`config.mk`:
```
export PLATFORM = sky130hd
export DESIGN_NAME = wiper_wipe_queue_controller_top_flat
export DESIGN_NICKNAME = d
export VERILOG_FILES = /design/src/wwqc_pkg.sv /design/src/wwqc_req_if.sv /design/src/wwqc_rsp_if.sv /design/src/wwqc_datapath.sv /design/src/wwqc_controller.sv /design/src/wiper_wipe_queue_controller_top.sv /design/src/flat_wrapper.sv
export SDC_FILE = /design/constraint.sdc
export NUM_CORES = 2
export LEC_CHECK = 0
export BUFFER_PORTS_ARGS = -buffer_cell sky130_fd_sc_hd__buf_4
export CORE_UTILIZATION = 45
export CTS_BUF_LIST = sky130_fd_sc_hd__clkbuf_4 sky130_fd_sc_hd__clkbuf_8
export CTS_CLUSTER_DIAMETER = 100
export DETAILED_ROUTE_END_ITERATION = 8
export SYNTH_ARGS = -nofsm -noshare
export SYNTH_HDL_FRONTEND = slang
export SYNTH_SLANG_ARGS = --single-unit
```
`constraint.sdc`:
```
create_clock -name clock -period 8.11 [get_ports clock]
set_input_delay 1.622 -clock clock [delete_from_list [all_inputs] [get_ports clock]]
set_output_delay 1.622 -clock clock [all_outputs]
set_load 0.005 [all_outputs]
```
`src/wwqc_pkg.sv`:
```
package wwqc_pkg;

   localparam int unsigned DIV_STEPS = 4;
   localparam int unsigned CNT_W = $clog2(DIV_STEPS);
   localparam int unsigned REM_W = 16;
   localparam int unsigned HELD_W = 11;

   localparam logic [3:0] MAX_WIPES_RESET = 4'd3;
   localparam logic [15:0] WIPE_TIME_RESET = 16'd1500;
   localparam logic [31:0] WIPE_START_RESET = 32'd1;

   localparam logic CSR_MAX_WIPES = 1'b0;
   localparam logic CSR_WIPE_TIME = 1'b1;

   typedef enum logic [2:0] {
      S_IDLE,
      S_BUTTON,
      S_DIV,
      S_COMMIT,
      S_QUEUE,
      S_EMIT
   } state_type;

   typedef struct packed {
      logic capture;
      logic button;
      logic div_start;
      logic div_step;
      logic div_commit;
      logic queue;
      logic emit;
   } cmd_type;

   typedef struct packed {
      logic div_needed;
   } status_type;

endpackage

```
`src/wwqc_req_if.sv`:
```
interface wwqc_req_if;
   logic valid;
   logic ready;
   logic full_button;
   logic hold_button;
   logic [31:0] now_ms;

   modport source (output valid, output full_button, output hold_button, output now_ms,
                   input ready);
   modport sink (input valid, input full_button, input hold_button, input now_ms,
                 output ready);
endinterface

```
`src/wwqc_rsp_if.sv`:
```
interface wwqc_rsp_if;
   logic valid;
   logic ready;
   logic motor_on;
   logic [3:0] wipes_pending;
   logic wipe_done;

   modport source (output valid, output motor_on, output wipes_pending, output wipe_done,
                   input ready);
   modport sink (input valid, input motor_on, input wipes_pending, input wipe_done,
                 output ready);
endinterface

```
`src/wwqc_datapath.sv`:
```
module wwqc_datapath #(
   parameter int unsigned HOLD_PERIOD_MS = 1500
) (
   input  logic                 clock,
   input  logic                 reset,
   input  wwqc_pkg::cmd_type    cmd,
   output wwqc_pkg::status_type sts,
   input  logic                 csr_we,
   input  logic                 csr_index,
   input  logic [15:0]          csr_wdata,
   input  logic                 in_full,
   input  logic                 in_hold,
   input  logic [31:0]          in_now,
   output logic                 out_motor_on,
   output logic [3:0]           out_wipes_pending,
   output logic                 out_wipe_done
);

   localparam logic [wwqc_pkg::REM_W:0] PERIOD = (wwqc_pkg::REM_W + 1)'(HOLD_PERIOD_MS);
   localparam logic [63:0] RECIP = 64'h2_0000_0000 / 64'(HOLD_PERIOD_MS);
   localparam logic [16:0] RECIP_LO = RECIP[16:0];
   localparam logic [16:0] RECIP_HI = RECIP[33:17];

   logic [3:0]  max_wipes_ff, max_wipes_in;
   logic [15:0] wipe_time_ff, wipe_time_in;

   logic        full_ff;
   logic        hold_ff;
   logic [31:0] now_ff;

   logic        full_latched_ff, full_latched_in;
   logic        hold_latched_ff, hold_latched_in;
   logic        moving_ff, moving_in;
   logic [3:0]  pending_ff, pending_in;
   logic [31:0] hold_start_ff, hold_start_in;
   logic [wwqc_pkg::HELD_W-1:0] held_rem_ff, held_rem_in;
   logic [31:0] wipe_start_ff, wipe_start_in;
   logic        done_ff, done_in;

   logic [32:0] dividend_ff, dividend_in;
   logic [49:0] prod_lo_ff, prod_lo_in;
   logic [49:0] prod_hi_ff, prod_hi_in;
   logic [32:0] quot_ff, quot_in;
   logic [32:0] qp_ff, qp_in;
   logic [wwqc_pkg::REM_W-1:0] rem_ff, rem_in;

   logic        motor_ff;
   logic [3:0]  pending_out_ff;
   logic        done_out_ff;

   logic        full_rise, full_fall, hold_rise, hold_fall;
   logic [66:0] quot_sum;
   logic [48:0] qp_full;
   logic [32:0] diff;
   logic [31:0] start_adj;
   logic [31:0] elapsed;

   always_comb begin
      full_rise = full_ff & ~full_latched_ff;
      full_fall = ~full_ff & full_latched_ff;
      hold_rise = ~full_rise & ~full_fall & hold_ff & ~hold_latched_ff;
      hold_fall = ~full_rise & ~full_fall & ~hold_ff & hold_latched_ff;
      sts.div_needed = hold_fall & (hold_start_ff != 32'd0);
      quot_sum = {prod_hi_ff, 17'd0} + {17'd0, prod_lo_ff};
      qp_full = {16'd0, quot_ff} * {33'd0, PERIOD[15:0]};
      diff = dividend_ff - qp_ff;
      start_adj = wipe_start_ff - {21'd0, held_rem_ff};
      elapsed = now_ff - start_adj;
   end

   always_comb begin
      max_wipes_in = max_wipes_ff;
      wipe_time_in = wipe_time_ff;
      if (csr_we) begin
         case (csr_index)
            wwqc_pkg::CSR_MAX_WIPES: max_wipes_in = csr_wdata[3:0];
            wwqc_pkg::CSR_WIPE_TIME: wipe_time_in = csr_wdata;
            default: ;
         endcase
      end
   end

   always_comb begin
      full_latched_in = full_latched_ff;
      hold_latched_in = hold_latched_ff;
      moving_in = moving_ff;
      pending_in = pending_ff;
      hold_start_in = hold_start_ff;
      held_rem_in = held_rem_ff;
      wipe_start_in = wipe_start_ff;
      done_in = done_ff;
      dividend_in = dividend_ff;
      prod_lo_in = prod_lo_ff;
      prod_hi_in = prod_hi_ff;
      quot_in = quot_ff;
      qp_in = qp_ff;
      rem_in = rem_ff;

      if (cmd.button) begin
         if (full_rise) begin
            full_latched_in = 1'b1;
         end else if (full_fall) begin
            full_latched_in = 1'b0;
            if (pending_ff < max_wipes_ff) begin
               pending_in = pending_ff + 4'd1;
            end
         end else if (hold_rise) begin
            hold_latched_in = 1'b1;
            if (!moving_ff) begin
               moving_in = 1'b1;
               hold_start_in = now_ff;
            end
         end else if (hold_fall) begin
            hold_latched_in = 1'b0;
            if (hold_start_ff != 32'd0) begin
               moving_in = 1'b0;
            end
         end
      end

      if (cmd.div_start) begin
         dividend_in = {22'd0, held_rem_ff} + {1'b0, now_ff - hold_start_ff};
      end

      if (cmd.div_step) begin
         prod_lo_in = {17'd0, dividend_ff} * {33'd0, RECIP_LO};
         prod_hi_in = {17'd0, dividend_ff} * {33'd0, RECIP_HI};
         quot_in = quot_sum[65:33];
         qp_in = qp_full[32:0];
         if (diff[wwqc_pkg::REM_W:0] >= PERIOD) begin
            rem_in = wwqc_pkg::REM_W'(diff[wwqc_pkg::REM_W:0] - PERIOD);
         end else begin
            rem_in = diff[wwqc_pkg::REM_W-1:0];
         end
      end

      if (cmd.div_commit) begin
         held_rem_in = rem_ff[wwqc_pkg::HELD_W-1:0];
      end

      if (cmd.queue) begin
         done_in = 1'b0;
         if (!hold_latched_ff && (pending_ff != 4'd0)) begin
            if (!moving_ff) begin
               wipe_start_in = now_ff;
               moving_in = 1'b1;
            end else begin
               wipe_start_in = start_adj;
               held_rem_in = '0;
               if (elapsed >= {16'd0, wipe_time_ff}) begin
                  moving_in = 1'b0;
                  pending_in = pending_ff - 4'd1;
                  done_in = 1'b1;
               end
            end
         end
      end
   end

   always_ff @(posedge clock) begin
      if (reset) begin
         max_wipes_ff <= wwqc_pkg::MAX_WIPES_RESET;
         wipe_time_ff <= wwqc_pkg::WIPE_TIME_RESET;
         full_latched_ff <= 1'b0;
         hold_latched_ff <= 1'b0;
         moving_ff <= 1'b0;
         pending_ff <= 4'd0;
         hold_start_ff <= 32'd0;
         held_rem_ff <= '0;
         wipe_start_ff <= wwqc_pkg::WIPE_START_RESET;
         done_ff <= 1'b0;
      end else begin
         max_wipes_ff <= max_wipes_in;
         wipe_time_ff <= wipe_time_in;
         full_latched_ff <= full_latched_in;
         hold_latched_ff <= hold_latched_in;
         moving_ff <= moving_in;
         pending_ff <= pending_in;
         hold_start_ff <= hold_start_in;
         held_rem_ff <= held_rem_in;
         wipe_start_ff <= wipe_start_in;
         done_ff <= done_in;
      end
   end

   always_ff @(posedge clock) begin
      dividend_ff <= dividend_in;
      prod_lo_ff <= prod_lo_in;
      prod_hi_ff <= prod_hi_in;
      quot_ff <= quot_in;
      qp_ff <= qp_in;
      rem_ff <= rem_in;
      if (cmd.capture) begin
         full_ff <= in_full;
         hold_ff <= in_hold;
         now_ff <= in_now;
      end
      if (cmd.emit) begin
         motor_ff <= moving_ff;
         pending_out_ff <= pending_ff;
         done_out_ff <= done_ff;
      end
   end

   assign out_motor_on = motor_ff;
   assign out_wipes_pending = pending_out_ff;
   assign out_wipe_done = done_out_ff;

endmodule

```
`src/wwqc_controller.sv`:
```
module wwqc_controller (
   input  logic                 clock,
   input  logic                 reset,
   input  logic                 req_valid,
   output logic                 req_ready,
   output logic                 rsp_valid,
   input  logic                 rsp_ready,
   input  wwqc_pkg::status_type sts,
   output wwqc_pkg::cmd_type    cmd
);

   wwqc_pkg::state_type state_ff, state_in;
   logic [wwqc_pkg::CNT_W-1:0] cnt_ff, cnt_in;
   logic rsp_valid_ff, rsp_valid_in;

   always_ff @(posedge clock) begin
      if (reset) begin
         state_ff <= wwqc_pkg::S_IDLE;
         cnt_ff <= '0;
         rsp_valid_ff <= 1'b0;
      end else begin
         state_ff <= state_in;
         cnt_ff <= cnt_in;
         rsp_valid_ff <= rsp_valid_in;
      end
   end

   always_comb begin
      state_in = state_ff;
      cnt_in = cnt_ff;
      rsp_valid_in = rsp_valid_ff & ~rsp_ready;
      cmd = '0;
      req_ready = 1'b0;
      case (state_ff)
         wwqc_pkg::S_IDLE: begin
            req_ready = 1'b1;
            if (req_valid) begin
               cmd.capture = 1'b1;
               state_in = wwqc_pkg::S_BUTTON;
            end
         end
         wwqc_pkg::S_BUTTON: begin
            cmd.button = 1'b1;
            if (sts.div_needed) begin
               cmd.div_start = 1'b1;
               cnt_in = '0;
               state_in = wwqc_pkg::S_DIV;
            end else begin
               state_in = wwqc_pkg::S_QUEUE;
            end
         end
         wwqc_pkg::S_DIV: begin
            cmd.div_step = 1'b1;
            if (cnt_ff == wwqc_pkg::CNT_W'(wwqc_pkg::DIV_STEPS - 1)) begin
               state_in = wwqc_pkg::S_COMMIT;
            end else begin
               cnt_in = cnt_ff + 1'b1;
            end
         end
         wwqc_pkg::S_COMMIT: begin
            cmd.div_commit = 1'b1;
            state_in = wwqc_pkg::S_QUEUE;
         end
         wwqc_pkg::S_QUEUE: begin
            cmd.queue = 1'b1;
            state_in = wwqc_pkg::S_EMIT;
         end
         wwqc_pkg::S_EMIT: begin
            if (!rsp_valid_ff || rsp_ready) begin
               cmd.emit = 1'b1;
               rsp_valid_in = 1'b1;
               state_in = wwqc_pkg::S_IDLE;
            end
         end
         default: begin
            state_in = wwqc_pkg::S_IDLE;
         end
      endcase
   end

   assign rsp_valid = rsp_valid_ff;

endmodule

```
`src/wiper_wipe_queue_controller_top.sv`:
```
// Wiper queue controller: each request word is one button poll with a millisecond timestamp,
// and each poll yields exactly one response word with the motor drive, the pending wipe count
// and a pulse for a wipe that finished. A poll passes the button, queue and emit states to
// idle; a hold-button release adds the divide and commit states to fold the held time into
// the remainder, reduced modulo the hold period by a four-step reciprocal multiplication.
// A finished word waits in the output register while the next request is taken; the user must
// send configuration writes via the csr port only while no poll is in flight (not enforced).
module wiper_wipe_queue_controller_top #(
   parameter int unsigned HOLD_PERIOD_MS = 1500
) (
   input  logic        clock,
   input  logic        reset,
   wwqc_req_if.sink    req_chan,
   wwqc_rsp_if.source  rsp_chan,
   input  logic        csr_we,
   input  logic        csr_index,
   input  logic [15:0] csr_wdata
);

   wwqc_pkg::cmd_type    cmd;
   wwqc_pkg::status_type sts;

   wwqc_controller u_ctrl (
      .clock     (clock),
      .reset     (reset),
      .req_valid (req_chan.valid),
      .req_ready (req_chan.ready),
      .rsp_valid (rsp_chan.valid),
      .rsp_ready (rsp_chan.ready),
      .sts       (sts),
      .cmd       (cmd)
   );

   wwqc_datapath #(
      .HOLD_PERIOD_MS (HOLD_PERIOD_MS)
   ) u_dp (
      .clock             (clock),
      .reset             (reset),
      .cmd               (cmd),
      .sts               (sts),
      .csr_we            (csr_we),
      .csr_index         (csr_index),
      .csr_wdata         (csr_wdata),
      .in_full           (req_chan.full_button),
      .in_hold           (req_chan.hold_button),
      .in_now            (req_chan.now_ms),
      .out_motor_on      (rsp_chan.motor_on),
      .out_wipes_pending (rsp_chan.wipes_pending),
      .out_wipe_done     (rsp_chan.wipe_done)
   );

endmodule
```
`src/flat_wrapper.sv`:
```
// flat-port wrapper written by rule: the top's interface ports become plain ports
module wiper_wipe_queue_controller_top_flat 
#(
   parameter int unsigned HOLD_PERIOD_MS = 1500
)
  (clock, reset, csr_we, csr_index, csr_wdata, req_chan_valid, req_chan_full_button, req_chan_hold_button, req_chan_now_ms, req_chan_ready, rsp_chan_valid, rsp_chan_motor_on, rsp_chan_wipes_pending, rsp_chan_wipe_done, rsp_chan_ready);
  wwqc_req_if req_chan_i ();
  wwqc_rsp_if rsp_chan_i ();
  input  logic clock;
  input  logic reset;
  input  logic csr_we;
  input  logic csr_index;
  input  logic [15:0] csr_wdata;
  input wire logic [$bits(req_chan_i.valid)-1:0] req_chan_valid;
  input wire logic [$bits(req_chan_i.full_button)-1:0] req_chan_full_button;
  input wire logic [$bits(req_chan_i.hold_button)-1:0] req_chan_hold_button;
  input wire logic [$bits(req_chan_i.now_ms)-1:0] req_chan_now_ms;
  output wire logic [$bits(req_chan_i.ready)-1:0] req_chan_ready;
  output wire logic [$bits(rsp_chan_i.valid)-1:0] rsp_chan_valid;
  output wire logic [$bits(rsp_chan_i.motor_on)-1:0] rsp_chan_motor_on;
  output wire logic [$bits(rsp_chan_i.wipes_pending)-1:0] rsp_chan_wipes_pending;
  output wire logic [$bits(rsp_chan_i.wipe_done)-1:0] rsp_chan_wipe_done;
  input wire logic [$bits(rsp_chan_i.ready)-1:0] rsp_chan_ready;
  assign req_chan_i.valid = req_chan_valid;
  assign req_chan_i.full_button = req_chan_full_button;
  assign req_chan_i.hold_button = req_chan_hold_button;
  assign req_chan_i.now_ms = req_chan_now_ms;
  assign req_chan_ready = req_chan_i.ready;
  assign rsp_chan_valid = rsp_chan_i.valid;
  assign rsp_chan_motor_on = rsp_chan_i.motor_on;
  assign rsp_chan_wipes_pending = rsp_chan_i.wipes_pending;
  assign rsp_chan_wipe_done = rsp_chan_i.wipe_done;
  assign rsp_chan_i.ready = rsp_chan_ready;
  wiper_wipe_queue_controller_top #(.HOLD_PERIOD_MS(HOLD_PERIOD_MS)) u_core (.clock(clock), .reset(reset), .req_chan(req_chan_i), .rsp_chan(rsp_chan_i), .csr_we(csr_we), .csr_index(csr_index), .csr_wdata(csr_wdata));
endmodule
```
==> impl_metrics.ini <==
[synth]
total_nets_after_synthesis = 4088
netlist_top_cells_area = sky130_fd_sc_hd__fa_1, sky130_fd_sc_hd__ha_1, sky130_fd_sc_hd__edfxtp_1
synth.top_cell.area_share_pct = 20.8
dominantRegCellSynth = sky130_fd_sc_hd__edfxtp_1
synth-warning-count = 0
post_synth_inst_count = 3270
yosys.area.top_type = sky130_fd_sc_hd__fa_1
synthesis.area_um2 = 31700
synth.ff_latch_count = 284
synth_async_sr_flop_share_pct = 0
synthesized_area_divided_by_synthesized_cell_count_um2 = 9.69
synth_enable_flop_cells = 175
synth_cell_types = 91
share_of_synthesized_area_occupied_by_flip_flops_and_latches_pct = 23.5

[placed_design]
post_dp_hpwl_um = 59300
numPortBuffers = 63
globalplace.congestion = 0.871
dpl_cell_area_um2 = 33200

[cts]
cts_inserted_buffers = 55
tritoncts = yes
ctsResizeCount = 0
tritoncts_num_sinks = 284
cts_buffer_depth = 3
root_buffer = sky130_fd_sc_hd__clkbuf_8
worst_skew_pair.late_latency_ns = 0.69
path_clk_slew_ns = 0.06
post_cts_hold_buffer_count = 0
postCtsSetupBuffers = 0
h-tree-depth = 2

[global_routing]
global_route.overflow_total = 0
grt_first_pass_wirelength_um = 120000
number_of_global_route_vias_before_repair = 22943
grt_antenna_before_repair = 1
grt_start_max_net_pins = 86
gr-usage-all-layers_pct = 21.3

[sta]
fin_worst_skew_ns = 0.0620
min_period_ns = 7.20
measured_slew_at_the_worst_slew_check_pin_ns = 0.969
timing_hold_violations_final = 0
rsz0062_at_grt = no
relSlewSlack_pct = 35.0
final.setup.tns_ns = 0
slew_violations = 0
setup_viol = 0
final.period_utilization_pct = 88.8
maxClockFrequency_mhz = 139

[setup_path]
setup.worst_path.class = register to register
cp_slowest_cell = sky130_fd_sc_hd__o31ai_1
timing.critical_path.fanout_max = 6
timing.critical_path.arrival_ns = 7.80
critPathLaunchType = register
timing.critical_path.slowest_cell_delay_ns = 0.53
timing.critical_path.required_ns = 8.70
r2r_setup_slack_ns = 0.91
cp_num_buf_inv = 1
worst_r2r_endpoint = u_core.u_dp.pending_ff[3]
rr_worst_depth = 32
timing.critical_path.to_type = register
worstReg2RegStart = u_core.u_dp.held_rem_ff[1]
critical_path.top_delay_family = compound AO/OA/AOI/OAI gates

[outcome]
run_status = finished clean

[final_layout]
finalNetCount = 4159
flow.area_growth_from_synthesis_pct = 8.39
layout.cell_area.non_filler_um2 = 34300
post_route_cells_drive_above_1_share_pct = 6.43

[hold_path]
hp-class = register to register
worstHoldPathCells = 2
whs_endpoint = u_core.u_dp.wipe_time_ff[15]
timing.hold.worst.start = u_core.u_dp.wipe_time_ff[15]

[pwr]
p_leak_nw = 15.7
power_density_nw_per_um2 = 109
peakVddDrop_mv = 0.141

[run]
cap_violations = 0

[floorplan]
die_area_um2 = 71400
chipWidth_um = 267
die_h_um = 267
row_count = 96
floorplan.io_pins = 64
floorplan.initialDensity_pct = 45.9
design.core.area_um2 = 69100

[route]
drcViolationCount = 0
drt_pre_antenna_iters = 5
routed_via_density = 5.18
route.antenna.remaining_nets = 0
routed_wl_um = 73000
num_vias = 22373
initialDrtViolationCount = 1123
wl_per_cell_um = 16.9
[through the flow]
step                      setup slack, ns  hold slack, ns  power (mW)  utilization (%)  instances
after global placement               1.06           0.445        2.23             48.0       4215
after floorplan                      1.92           0.406        2.06                -       3270
final                               0.908           0.454        3.73             49.7       4320
after global routing                0.295           0.476        3.91             49.7       4320
after CTS                           0.929           0.456        3.78             49.7       4319
after detailed placement            0.945           0.448        2.23             48.0       4215
[layout make-up]
cell class	instances	area, um^2
timing repair buffer	80	601
clock inverter	37	290
tap	931	1160
sequential	284	7440
antenna	1	2.50
inverter	601	2260
multi-input combinational	2319	21700
fill	6587	34700
clock buffer	67	860
[worst max-delay path by stage]
stage / from / to / slack [ns] / cells after the start
6_report: u_core.u_dp.held_rem_ff[1] / u_core.u_dp.pending_ff[3] / 0.91 / 32
5_1_grt: u_core.u_dp.held_rem_ff[1] / u_core.u_dp.pending_ff[2] / 0.30 / 32
4_1_cts: u_core.u_dp.held_rem_ff[1] / u_core.u_dp.pending_ff[3] / 0.93 / 32
3_5_place_dp: u_core.u_dp.held_rem_ff[1] / u_core.u_dp.pending_ff[3] / 0.95 / 32
3_3_place_gp: u_core.u_dp.held_rem_ff[1] / u_core.u_dp.pending_ff[3] / 1.06 / 32
2_1_floorplan: u_core.u_dp.dividend_ff[4] / u_core.u_dp.prod_lo_ff[47] / 1.92 / 22
[sequential cells by signal (all words and copies together) (netlist names), 10 cells and up]
register                   cells
u_core.u_dp.dividend_ff       33
u_core.u_dp.prod_lo_ff        33
u_core.u_dp.hold_start_ff     32
u_core.u_dp.now_ff            32
u_core.u_dp.wipe_start_ff     32
u_core.u_dp.prod_hi_ff        29
u_core.u_dp.wipe_time_ff      16
u_core.u_dp.qp_ff             15
u_core.u_dp.quot_ff           15
u_core.u_dp.held_rem_ff       11
u_core.u_dp.rem_ff            10
[logic make-up after synthesis]
logic type	after synthesis	share of synthesized area (%)
flip-flops	284	23.5
adder cells (fa/ha/maj)	769	38.1
XOR/XNOR	208	5.99
multiplexers	28	0.897
AO/OA/AOI/OAI	611	12.5
AND/OR/NAND/NOR	703	11.0
buffers and inverters	667	8.00
[metal layers]
layer  wire, um  track usage, %
met4       1910            5.92
met3       2790            2.90
met1      33000            27.9
met5          0               0
met2      35300            36.7
[placed cells by master (no fill, tap or decap), types with 29 or more instances in the layout]
cell type and count:
sky130_fd_sc_hd__xor2_1 63, sky130_fd_sc_hd__o211ai_1 29, sky130_fd_sc_hd__nand3_1 54, sky130_fd_sc_hd__buf_4 80
sky130_fd_sc_hd__o21ai_0 92, sky130_fd_sc_hd__nor2b_1 32, sky130_fd_sc_hd__clkbuf_8 57, sky130_fd_sc_hd__ha_1 433
sky130_fd_sc_hd__a21o_1 62, sky130_fd_sc_hd__a21oi_1 210, sky130_fd_sc_hd__nor3_1 46, sky130_fd_sc_hd__nor2_1 183
sky130_fd_sc_hd__nand2b_1 30, sky130_fd_sc_hd__edfxtp_1 175, sky130_fd_sc_hd__fa_1 329, sky130_fd_sc_hd__inv_1 599
sky130_fd_sc_hd__nand2_1 202, sky130_fd_sc_hd__dfxtp_1 109, sky130_fd_sc_hd__xnor2_1 139, sky130_fd_sc_hd__o21bai_1 33
[synth_stat cells (all sizes together) (17+ instances only)]
master and instances:
nor4 24, nand2b 30, o21bai 33, a21oi 212, a211oi 30, clkbuf 55
fa 329, nand2 202, xnor2 140, and2 17, xor2 63, nand4 22
mux2i 25, nor3 50, o211ai 29, dfxtp 109, o21ai 93, nor2 184
nor2b 32, edfxtp 175, o21a 28, nand3 54, or3 18, inv 600
a21o 63, ha 433
[power breakdown]
group	total (mW)	switching, mW	internal (mW)
Combinational	0.596	0.342	0.255
Clock	1.53	0.688	0.837
Sequential	1.60	0.0370	1.57
Total	3.73	1.07	2.66
[worst reg2reg max path, delay by kind of cell (launching register included)]
kind / cells / cell delay (ns)
DFF: 1 / 0.45
xor gates and xnor gates: 2 / 0.25
and+or+nand+nor: 9 / 1.71
buffers and inverters: 1 / 0.12
AOI/OAI and AO/OA: 17 / 3.69
adders and majority gates: 3 / 0.92
(Power assumes the default switching activity.)
